`src/hdl/ted_pkg.sv`:
```
// Shared types and constants of the typed event deque.
`default_nettype none

package ted_pkg;

    localparam int unsigned HANDLE_W = 16;
    localparam int unsigned TYPE_W   = 8;
    localparam int unsigned TALLY_W  = 7;
    localparam int unsigned ENTRY_W  = HANDLE_W + TYPE_W;

    typedef enum logic [2:0] {
        REQ_POST_BACK  = 3'd0,
        REQ_POST_FRONT = 3'd1,
        REQ_FLUSH_POST = 3'd2,
        REQ_POP        = 3'd3,
        REQ_PEEK       = 3'd4,
        REQ_POP_MATCH  = 3'd5,
        REQ_POP_NONE   = 3'd6,
        REQ_FLUSH      = 3'd7
    } req_code_t;

    typedef enum logic {
        ST_IDLE,
        ST_READ
    } state_t;

    typedef struct packed {
        logic                popped_valid;
        logic [HANDLE_W-1:0] popped_handle;
        logic [TYPE_W-1:0]   popped_type;
        logic                head_valid;
        logic [TYPE_W-1:0]   head_type;
        logic                type_mismatch;
        logic                signal_pending;
        logic                post_rejected;
        logic [TALLY_W-1:0]  dropped_count;
        logic [TALLY_W-1:0]  occupancy;
    } result_t;

endpackage

`default_nettype wire

```
`src/hdl/ted_req_if.sv`:
```
// Request channel of the typed event deque.
`default_nettype none

interface ted_req_if import ted_pkg::*; ();

    logic                valid;
    logic                ready;
    logic [2:0]          req_type;
    logic [HANDLE_W-1:0] event_handle;
    logic [TYPE_W-1:0]   event_type;
    logic [TYPE_W-1:0]   match_type_a;
    logic [TYPE_W-1:0]   match_type_b;

    modport source (
        output valid,
        output req_type,
        output event_handle,
        output event_type,
        output match_type_a,
        output match_type_b,
        input  ready
    );

    modport sink (
        input  valid,
        input  req_type,
        input  event_handle,
        input  event_type,
        input  match_type_a,
        input  match_type_b,
        output ready
    );

endinterface

`default_nettype wire

```
`src/hdl/ted_rsp_if.sv`:
```
// Result channel of the typed event deque.
`default_nettype none

interface ted_rsp_if import ted_pkg::*; ();

    logic                valid;
    logic                ready;
    logic                popped_valid;
    logic [HANDLE_W-1:0] popped_handle;
    logic [TYPE_W-1:0]   popped_type;
    logic                head_valid;
    logic [TYPE_W-1:0]   head_type;
    logic                type_mismatch;
    logic                signal_pending;
    logic                post_rejected;
    logic [TALLY_W-1:0]  dropped_count;
    logic [TALLY_W-1:0]  occupancy;

    modport source (
        output valid,
        output popped_valid,
        output popped_handle,
        output popped_type,
        output head_valid,
        output head_type,
        output type_mismatch,
        output signal_pending,
        output post_rejected,
        output dropped_count,
        output occupancy,
        input  ready
    );

    modport sink (
        input  valid,
        input  popped_valid,
        input  popped_handle,
        input  popped_type,
        input  head_valid,
        input  head_type,
        input  type_mismatch,
        input  signal_pending,
        input  post_rejected,
        input  dropped_count,
        input  occupancy,
        output ready
    );

endinterface

`default_nettype wire

```
`src/hdl/typed_event_deque.sv`:
```
// Typed event deque: ring of handle/type entries with conditional pops.
//
// Posts (back, front, flush-then-post) and flushes finish in the cycle they
// are accepted; the result word lands in the output register on the next edge.
// Pop, peek, pop-if-match and pop-if-neither read the head entry from the
// entry memory, whose read data is registered, and finish in ST_READ, during
// which no new request is taken. A request is accepted whenever no head read
// is in flight and the output register is empty or being drained, so the rate
// is one word per cycle for posts and flushes while rsp.ready holds, and a
// head lookup blocks new requests until its word is loaded. Front and back
// posts to a full queue are rejected and flagged; the memory needs no clearing.
`default_nettype none

module typed_event_deque import ted_pkg::*; #(
    parameter int unsigned QUEUE_DEPTH = 64
) (
    input  wire logic clk,
    input  wire logic rst_n,
    ted_req_if.sink   req,
    ted_rsp_if.source rsp
);

    localparam int unsigned IDX_W = (QUEUE_DEPTH > 1) ? $clog2(QUEUE_DEPTH) : 1;
    localparam int unsigned CNT_W = $clog2(QUEUE_DEPTH + 1);
    localparam int unsigned SUM_W = CNT_W + 1;

    state_t              state_reg, state_next;
    logic [IDX_W-1:0]    head_reg, head_next;
    logic [CNT_W-1:0]    count_reg, count_next;
    logic                wake_reg, wake_next;
    req_code_t           pend_code_reg, pend_code_next;
    logic [TYPE_W-1:0]   pend_ta_reg, pend_ta_next;
    logic [TYPE_W-1:0]   pend_tb_reg, pend_tb_next;
    logic                out_valid_reg, out_valid_next;
    result_t             out_data_reg, out_data_next;

    logic                accept;
    logic                load_out;
    result_t             res;
    req_code_t           code;
    logic                full;
    logic                nonempty;
    logic [SUM_W-1:0]    tail_sum;
    logic [SUM_W-1:0]    tail_wrap;
    logic [IDX_W-1:0]    tail_idx;
    logic [IDX_W-1:0]    head_prev;
    logic [IDX_W-1:0]    head_succ;
    logic [31:0]         count_wide;
    logic [31:0]         count_next_wide;

    logic                wr_en;
    logic [IDX_W-1:0]    wr_addr;
    logic [ENTRY_W-1:0]  wr_data;
    logic                rd_en;
    logic [ENTRY_W-1:0]  rd_data;
    logic [TYPE_W-1:0]   rd_type;

    ted_ram #(
        .DEPTH  (QUEUE_DEPTH),
        .ADDR_W (IDX_W)
    ) u_ram (
        .clk     (clk),
        .wr_en   (wr_en),
        .wr_addr (wr_addr),
        .wr_data (wr_data),
        .rd_en   (rd_en),
        .rd_addr (head_reg),
        .rd_data (rd_data)
    );

    assign req.ready = (state_reg == ST_IDLE) && (!out_valid_reg || rsp.ready);
    assign accept    = req.valid && req.ready;
    assign code      = req_code_t'(req.req_type);

    assign full      = (count_reg == CNT_W'(QUEUE_DEPTH));
    assign nonempty  = (count_reg != '0);
    assign tail_sum  = SUM_W'(head_reg) + SUM_W'(count_reg);
    assign tail_wrap = (tail_sum >= SUM_W'(QUEUE_DEPTH)) ? tail_sum - SUM_W'(QUEUE_DEPTH)
                                                          : tail_sum;
    assign tail_idx  = tail_wrap[IDX_W-1:0];
    assign head_prev = (head_reg == '0) ? IDX_W'(QUEUE_DEPTH - 1) : head_reg - 1'b1;
    assign head_succ = (head_reg == IDX_W'(QUEUE_DEPTH - 1)) ? '0 : head_reg + 1'b1;
    assign rd_type   = rd_data[TYPE_W-1:0];

    assign count_wide      = 32'(count_reg);
    assign count_next_wide = 32'(count_next);

    // next state
    always_comb
    begin
        state_next = state_reg;
        case (state_reg)
            ST_IDLE:
            begin
                if (accept && (code == REQ_POP || code == REQ_PEEK ||
                               code == REQ_POP_MATCH || code == REQ_POP_NONE))
                begin
                    state_next = ST_READ;
                end
            end
            ST_READ:
            begin
                state_next = ST_IDLE;
            end
            default:
            begin
                state_next = ST_IDLE;
            end
        endcase
    end

    // datapath and result
    always_comb
    begin
        head_next      = head_reg;
        count_next     = count_reg;
        wake_next      = wake_reg;
        pend_code_next = pend_code_reg;
        pend_ta_next   = pend_ta_reg;
        pend_tb_next   = pend_tb_reg;
        wr_en          = 1'b0;
        wr_addr        = head_reg;
        wr_data        = {req.event_handle, req.event_type};
        rd_en          = 1'b0;
        load_out       = 1'b0;
        res            = '0;

        case (state_reg)
            ST_IDLE:
            begin
                if (accept)
                begin
                    case (code)
                        REQ_POST_BACK:
                        begin
                            load_out = 1'b1;
                            if (full)
                            begin
                                res.post_rejected = 1'b1;
                            end
                            else
                            begin
                                wr_en      = 1'b1;
                                wr_addr    = tail_idx;
                                count_next = count_reg + 1'b1;
                                if (!nonempty)
                                begin
                                    wake_next = 1'b1;
                                end
                            end
                        end
                        REQ_POST_FRONT:
                        begin
                            load_out = 1'b1;
                            if (full)
                            begin
                                res.post_rejected = 1'b1;
                            end
                            else
                            begin
                                wr_en      = 1'b1;
                                wr_addr    = head_prev;
                                head_next  = head_prev;
                                count_next = count_reg + 1'b1;
                                wake_next  = 1'b1;
                            end
                        end
                        REQ_FLUSH_POST:
                        begin
                            load_out          = 1'b1;
                            res.dropped_count = count_wide[TALLY_W-1:0];
                            wr_en             = 1'b1;
                            count_next        = CNT_W'(1);
                            wake_next         = 1'b1;
                        end
                        REQ_FLUSH:
                        begin
                            load_out          = 1'b1;
                            res.dropped_count = count_wide[TALLY_W-1:0];
                            count_next        = '0;
                            wake_next         = 1'b0;
                        end
                        default:
                        begin
                            // head lookups: fetch the head entry first
                            rd_en          = 1'b1;
                            pend_code_next = code;
                            pend_ta_next   = req.match_type_a;
                            pend_tb_next   = req.match_type_b;
                        end
                    endcase
                end
            end
            ST_READ:
            begin
                load_out = 1'b1;
                case (pend_code_reg)
                    REQ_POP:
                    begin
                        if (nonempty)
                        begin
                            res.popped_valid = 1'b1;
                            if (count_reg == CNT_W'(1))
                            begin
                                wake_next = 1'b0;
                            end
                        end
                        else
                        begin
                            wake_next = 1'b0;
                        end
                    end
                    REQ_PEEK:
                    begin
                        wake_next = 1'b0;
                        if (nonempty)
                        begin
                            res.head_valid = 1'b1;
                            res.head_type  = rd_type;
                        end
                    end
                    REQ_POP_MATCH:
                    begin
                        wake_next = 1'b0;
                        if (nonempty)
                        begin
                            if (rd_type == pend_ta_reg)
                            begin
                                res.popped_valid = 1'b1;
                            end
                            else
                            begin
                                res.type_mismatch = 1'b1;
                            end
                        end
                    end
                    default:
                    begin
                        wake_next = 1'b0;
                        if (nonempty && rd_type != pend_ta_reg && rd_type != pend_tb_reg)
                        begin
                            res.popped_valid = 1'b1;
                        end
                    end
                endcase
                if (res.popped_valid)
                begin
                    res.popped_handle = rd_data[ENTRY_W-1:TYPE_W];
                    res.popped_type   = rd_type;
                    head_next         = head_succ;
                    count_next        = count_reg - 1'b1;
                end
            end
            default:
            begin
                load_out = 1'b0;
            end
        endcase

        res.signal_pending = wake_next;
        res.occupancy      = count_next_wide[TALLY_W-1:0];
    end

    // output register
    always_comb
    begin
        out_data_next  = out_data_reg;
        out_valid_next = out_valid_reg;
        if (load_out)
        begin
            out_data_next  = res;
            out_valid_next = 1'b1;
        end
        else if (rsp.ready)
        begin
            out_valid_next = 1'b0;
        end
    end

    always_ff @(posedge clk or negedge rst_n)
    begin
        if (!rst_n)
        begin
            state_reg     <= ST_IDLE;
            head_reg      <= '0;
            count_reg     <= '0;
            wake_reg      <= 1'b0;
            out_valid_reg <= 1'b0;
        end
        else
        begin
            state_reg     <= state_next;
            head_reg      <= head_next;
            count_reg     <= count_next;
            wake_reg      <= wake_next;
            out_valid_reg <= out_valid_next;
        end
    end

    always_ff @(posedge clk)
    begin
        pend_code_reg <= pend_code_next;
        pend_ta_reg   <= pend_ta_next;
        pend_tb_reg   <= pend_tb_next;
        out_data_reg  <= out_data_next;
    end

    assign rsp.valid          = out_valid_reg;
    assign rsp.popped_valid   = out_data_reg.popped_valid;
    assign rsp.popped_handle  = out_data_reg.popped_handle;
    assign rsp.popped_type    = out_data_reg.popped_type;
    assign rsp.head_valid     = out_data_reg.head_valid;
    assign rsp.head_type      = out_data_reg.head_type;
    assign rsp.type_mismatch  = out_data_reg.type_mismatch;
    assign rsp.signal_pending = out_data_reg.signal_pending;
    assign rsp.post_rejected  = out_data_reg.post_rejected;
    assign rsp.dropped_count  = out_data_reg.dropped_count;
    assign rsp.occupancy      = out_data_reg.occupancy;

    a_count_bound: assert property (@(posedge clk) disable iff (!rst_n)
        count_reg <= CNT_W'(QUEUE_DEPTH))
        else $error("entry count above queue depth");

    a_no_accept_in_read: assert property (@(posedge clk) disable iff (!rst_n)
        state_reg == ST_READ |-> !req.ready)
        else $error("request taken while head read in flight");

    a_read_yields_word: assert property (@(posedge clk) disable iff (!rst_n)
        state_reg == ST_READ |=> out_valid_reg)
        else $error("head read produced no result word");

    a_empty_no_pop: assert property (@(posedge clk) disable iff (!rst_n)
        state_reg == ST_READ && count_reg == '0 |=> !out_data_reg.popped_valid)
        else $error("pop reported on an empty queue");

endmodule

`default_nettype wire

```
`src/hdl/ted_ram.sv`:
```
// Single-port-write, single-port-read entry memory with registered read data.
`default_nettype none

module ted_ram import ted_pkg::*; #(
    parameter int unsigned DEPTH  = 64,
    parameter int unsigned ADDR_W = 6
) (
    input  wire logic               clk,
    input  wire logic               wr_en,
    input  wire logic [ADDR_W-1:0]  wr_addr,
    input  wire logic [ENTRY_W-1:0] wr_data,
    input  wire logic               rd_en,
    input  wire logic [ADDR_W-1:0]  rd_addr,
    output logic      [ENTRY_W-1:0] rd_data
);

    logic [ENTRY_W-1:0] mem [DEPTH];

    always_ff @(posedge clk)
    begin
        if (wr_en)
        begin
            mem[wr_addr] <= wr_data;
        end
    end

    always_ff @(posedge clk)
    begin
        if (rd_en)
        begin
            rd_data <= mem[rd_addr];
        end
    end

endmodule

`default_nettype wire
```
`src/flat_wrapper.sv`:
```
// flat-port wrapper written by rule: the top's interface ports become plain ports
module typed_event_deque_flat import ted_pkg::*;
#(
    parameter int unsigned QUEUE_DEPTH = 64
)
  (clk, rst_n, req_valid, req_req_type, req_event_handle, req_event_type, req_match_type_a, req_match_type_b, req_ready, rsp_valid, rsp_popped_valid, rsp_popped_handle, rsp_popped_type, rsp_head_valid, rsp_head_type, rsp_type_mismatch, rsp_signal_pending, rsp_post_rejected, rsp_dropped_count, rsp_occupancy, rsp_ready);
  ted_req_if req_i ();
  ted_rsp_if rsp_i ();
  input  wire logic clk;
  input  wire logic rst_n;
  input wire logic [$bits(req_i.valid)-1:0] req_valid;
  input wire logic [$bits(req_i.req_type)-1:0] req_req_type;
  input wire logic [$bits(req_i.event_handle)-1:0] req_event_handle;
  input wire logic [$bits(req_i.event_type)-1:0] req_event_type;
  input wire logic [$bits(req_i.match_type_a)-1:0] req_match_type_a;
  input wire logic [$bits(req_i.match_type_b)-1:0] req_match_type_b;
  output wire logic [$bits(req_i.ready)-1:0] req_ready;
  output wire logic [$bits(rsp_i.valid)-1:0] rsp_valid;
  output wire logic [$bits(rsp_i.popped_valid)-1:0] rsp_popped_valid;
  output wire logic [$bits(rsp_i.popped_handle)-1:0] rsp_popped_handle;
  output wire logic [$bits(rsp_i.popped_type)-1:0] rsp_popped_type;
  output wire logic [$bits(rsp_i.head_valid)-1:0] rsp_head_valid;
  output wire logic [$bits(rsp_i.head_type)-1:0] rsp_head_type;
  output wire logic [$bits(rsp_i.type_mismatch)-1:0] rsp_type_mismatch;
  output wire logic [$bits(rsp_i.signal_pending)-1:0] rsp_signal_pending;
  output wire logic [$bits(rsp_i.post_rejected)-1:0] rsp_post_rejected;
  output wire logic [$bits(rsp_i.dropped_count)-1:0] rsp_dropped_count;
  output wire logic [$bits(rsp_i.occupancy)-1:0] rsp_occupancy;
  input wire logic [$bits(rsp_i.ready)-1:0] rsp_ready;
  assign req_i.valid = req_valid;
  assign req_i.req_type = req_req_type;
  assign req_i.event_handle = req_event_handle;
  assign req_i.event_type = req_event_type;
  assign req_i.match_type_a = req_match_type_a;
  assign req_i.match_type_b = req_match_type_b;
  assign req_ready = req_i.ready;
  assign rsp_valid = rsp_i.valid;
  assign rsp_popped_valid = rsp_i.popped_valid;
  assign rsp_popped_handle = rsp_i.popped_handle;
  assign rsp_popped_type = rsp_i.popped_type;
  assign rsp_head_valid = rsp_i.head_valid;
  assign rsp_head_type = rsp_i.head_type;
  assign rsp_type_mismatch = rsp_i.type_mismatch;
  assign rsp_signal_pending = rsp_i.signal_pending;
  assign rsp_post_rejected = rsp_i.post_rejected;
  assign rsp_dropped_count = rsp_i.dropped_count;
  assign rsp_occupancy = rsp_i.occupancy;
  assign rsp_i.ready = rsp_ready;
  typed_event_deque #(.QUEUE_DEPTH(QUEUE_DEPTH)) u_core (.clk(clk), .rst_n(rst_n), .req(req_i), .rsp(rsp_i));
endmodule
```
`config.mk`:
```
export PLATFORM = sky130hd
export DESIGN_NAME = typed_event_deque_flat
export DESIGN_NICKNAME = d
export VERILOG_FILES = /design/src/hdl/ted_pkg.sv /design/src/hdl/ted_req_if.sv /design/src/hdl/ted_rsp_if.sv /design/src/hdl/typed_event_deque.sv /design/src/hdl/ted_ram.sv /design/src/flat_wrapper.sv
export SDC_FILE = /design/constraint.sdc
export NUM_CORES = 2
export LEC_CHECK = 0
export BUFFER_PORTS_ARGS = -buffer_cell sky130_fd_sc_hd__buf_4
export CAP_MARGIN = 25
export CORE_MARGIN = 1.5
export CORE_UTILIZATION = 40
export CTS_CLUSTER_DIAMETER = 80
export DETAILED_ROUTE_END_ITERATION = 16
export PLACE_DENSITY = 0.54
export SYNTH_ARGS = -nofsm -noshare
export SYNTH_HDL_FRONTEND = slang
export SYNTH_SLANG_ARGS = --single-unit
```
`constraint.sdc`:
```
create_clock -name clk -period 5.37 [get_ports clk]
set_clock_uncertainty 0.15 [all_clocks]
set_input_delay 0.537 -clock clk [delete_from_list [all_inputs] [get_ports clk]]
set_output_delay 0.537 -clock clk [all_outputs]
set_load 0.02 [all_outputs]
```
==> run_results.csv <==
group,metric,value,unit
timing,drv_slew,0,
routing,wirelength,167,mm
logic_synthesis,ys_top_cells_by_area,"edfxtp_1 (77%), mux4_2 (16%), nor2_1 (0.64%)",
clocking,numClockSinks,1646,
routing,drc,0,
setup_path,worstSetupStartpointType,"flip-flop",
finish,nFillCells,12900,
logic_synthesis,synth_cell_type_count,67,
power,power.density,495,nW/um^2
run,drv_cap,0,
clocking,clk_pin_slew,60,ps
logic_synthesis,synth_area_leader_cell,"edfxtp_1",
finish,largest_reg_flops,1536,
routing,first_pass_iters,6,
finish,multi_input_area,14000,um^2
timing,tightest_slew,1100,ps
timing,hold_viol,0,
logic_synthesis,seq_area_frac_synth,77.4,%
grt,grt_use_met2,31.8,%
timing,finalSetupViolCount,0,
setup_path,required,5630,ps
clocking,cts_max_path_buffers,3,
placed_design,place_area,67700,um^2
worst_hold_path,worstHoldPathType,"in -> reg",
floorplan,die-area,162000,um^2
setup_path,critPathMaxFanout,24,
outcome,status,"finished clean",
timing,min_period_over_period,84.5,%
floorplan,core.rowCount,146,
finish,final_area,73300,um^2
grt,grt_use_total,20.8,%
setup_path,end_kind,"flip-flop",
setup_path,crit_type,"reg -> reg",
timing,fin_setup_tns,0,ps
logic_synthesis,synth_edf_count,1630,
clocking,htreeDepth,4,
logic_synthesis,synth_seq_cells,1646,
logic_synthesis,yosysTopAreaCellShare,76.8,%
grt,grtUsageMet3,3.52,%
power,leakagePower,22.8,nW
placed_design,io_buffers,99,
routing,vias,30600,
floorplan,core_area,158000,um^2
logic_synthesis,ys.flop_type,"edfxtp_1",
clocking,cts_made_buffers,174,
routing,via_per_inst,5.80,
finish,finalNetCount,3123,
logic_synthesis,ys_warn_count,0,
floorplan,die_w,402,um
clocking,cts-root-buf,"clkbuf_16",
logic_synthesis,async_flop_share,0.972,%
grt,busiest_layer,"met2",
grt,grt_pass1_vias,30900,
grt,grt_first_pass_wirelength,237,mm
finish,fin_util,46.3,%
logic_synthesis,syn_nets,2871,
grt,antenna_found_initial,9,
logic_synthesis,avgSynthCellArea,22.7,um^2
finish,drive_gt1_share,31.1,%
timing,period_needed,4540,ps
floorplan,dieHeight,402,um
routing,dr.first_iter.drc_count,3805,
grt,grt_remaining_overflow,0,
logic_synthesis,synth_most_common_cell,"edfxtp_1",
clocking,post_cts.repair.setup_buffers,0,
placed_design,gp_congestion,0.895,
clocking,clock_latency,800,ps
logic_synthesis,netlist_top_cells_count,"edfxtp_1 (1630), mux4_2 (465), nor2_1 (109), clkbuf_1 (74), nand2_1 (67)",
finish,seq_area,49400,um^2
setup_path,cp.arrival,4800,ps
routing,wl_per_cell,31.6,um
power,peakVddDrop,0.421,mV
routing,ant_nets,0,
finish,area_delta_synth_final,14.9,%
grt,grt_max_degree,102,
placed_design,dp_hpwl,99.9,mm
timing,fmax,220,MHz
clocking,cts_tree,"done",
floorplan,io_pins,100,
grt,met1_usage,30.5,%
logic_synthesis,syn_inst,2812,
floorplan,initial_core_util,40.3,%
timing,max-slew-margin-rel,26.7,%
logic_synthesis,synth_area,63800,um^2
timing,rsz0062_at_grt,"no",
finish,regMostFlops,"u_core.u_ram.mem",
## routing by layer
| metal | vias to the layer above | share of wire, % | wire [um] |
|---|---|---|---|
| met2 | 1309 | 47 | 78200 |
| met1 | 16600 | 43 | 72700 |
| met5 | - | 0 | 0 |
| li1 | 12500 | - | - |
| met3 | 218 | 6.9 | 11500 |
| met4 | 0 | 2.9 | 4780 |
## cell families (layout without fill, tap and decap cells)
group,after synthesis,in the layout,synth area share [%]
other cells,0,9,0
compound gates,170,170,1.84
flops,1646,1646,77.4
simple gates,313,313,2.33
fa+ha+maj,12,12,0.247
xor+xnor,23,23,0.316
buf+inv,161,548,1.10
mux,487,487,16.8
## cell type report
cell class | count | share of cell area (%)
diodes | 9 | 0.0307
clock buffers | 216 | 6.27
clock inverters | 95 | 1.07
inverters | 12 | 0.0683
multi-input cells | 1005 | 19.1
flip-flops and latches | 1646 | 67.4
well taps | 2072 | 3.54
repair buffers | 225 | 2.56
## timing repair
action,4_1_cts,5_1_grt
gates resized for setup,0,0
hold endpoints to repair,37,0
hold buffers,22,0
## final timing paths
path / start / to / slack [ps] / cells past startpoint
min reg2reg: u_core.u_ram.rd_data[18]$_DFFE_PP_ / u_core.rsp.popped_handle[10]$_SDFFCE_PN0P_ / 370 / 1
max reg2reg: u_core.state_reg$_DFF_PN0_ / u_core.u_ram.mem[59][2]$_DFFE_PP_ / 830 / 7
min in group asynchronous: rst_n / u_core.count_reg[5]$_DFF_PN0_ / 600 / 3
min: req_event_type[7] / u_core.u_ram.mem[45][7]$_DFFE_PP_ / 90 / 1
max in group asynchronous: rst_n / u_core.head_reg[0]$_DFFE_PN0P_ / 4000 / 4
max: u_core.state_reg$_DFF_PN0_ / u_core.u_ram.mem[59][2]$_DFFE_PP_ / 830 / 7
## worst max-delay path, stage by stage (launching register included)
cell and delay, ps:
dfrtp_1 680, nor2b_1 400, nand3_1 400, nor2_1 650
o21ai_0 350, o32ai_2 360, o21ai_2 390, nor2_4 740
## metrics by stage
stage	total power, mW	setup slack [ps]	hold slack [ps]	std cells
CTS	36.7	919	33.2	5270
floorplan	21.2	967	91.4	2812
detailed placement	25.3	963	289	4937
global placement	25.2	1040	287	4937
finish	36.3	831	92.7	5280
global route	37.5	506	69.8	5271
## cells in the final DEF (no fill, tap or decap), drive strengths merged, types with 18 or more instances in the layout
master	n
xnor2	18
dlygate4sd3	22
nor2	110
a21oi	33
a22oi	25
nand3	29
and2	38
o21ai	35
mux4	465
nand2	67
clkbuf	216
nor3	19
clkinv	70
edfxtp	1630
buf	203
## power by group
part,internal [mW],switching [mW],total (mW),leakage [nW]
registers,14.5,0.280,14.8,14.9
clock network,6.57,4.81,11.4,2.61
logic,4.17,5.87,10.0,5.27
total,25.3,11.0,36.3,22.8
Power figures use the tool's default switching activity.
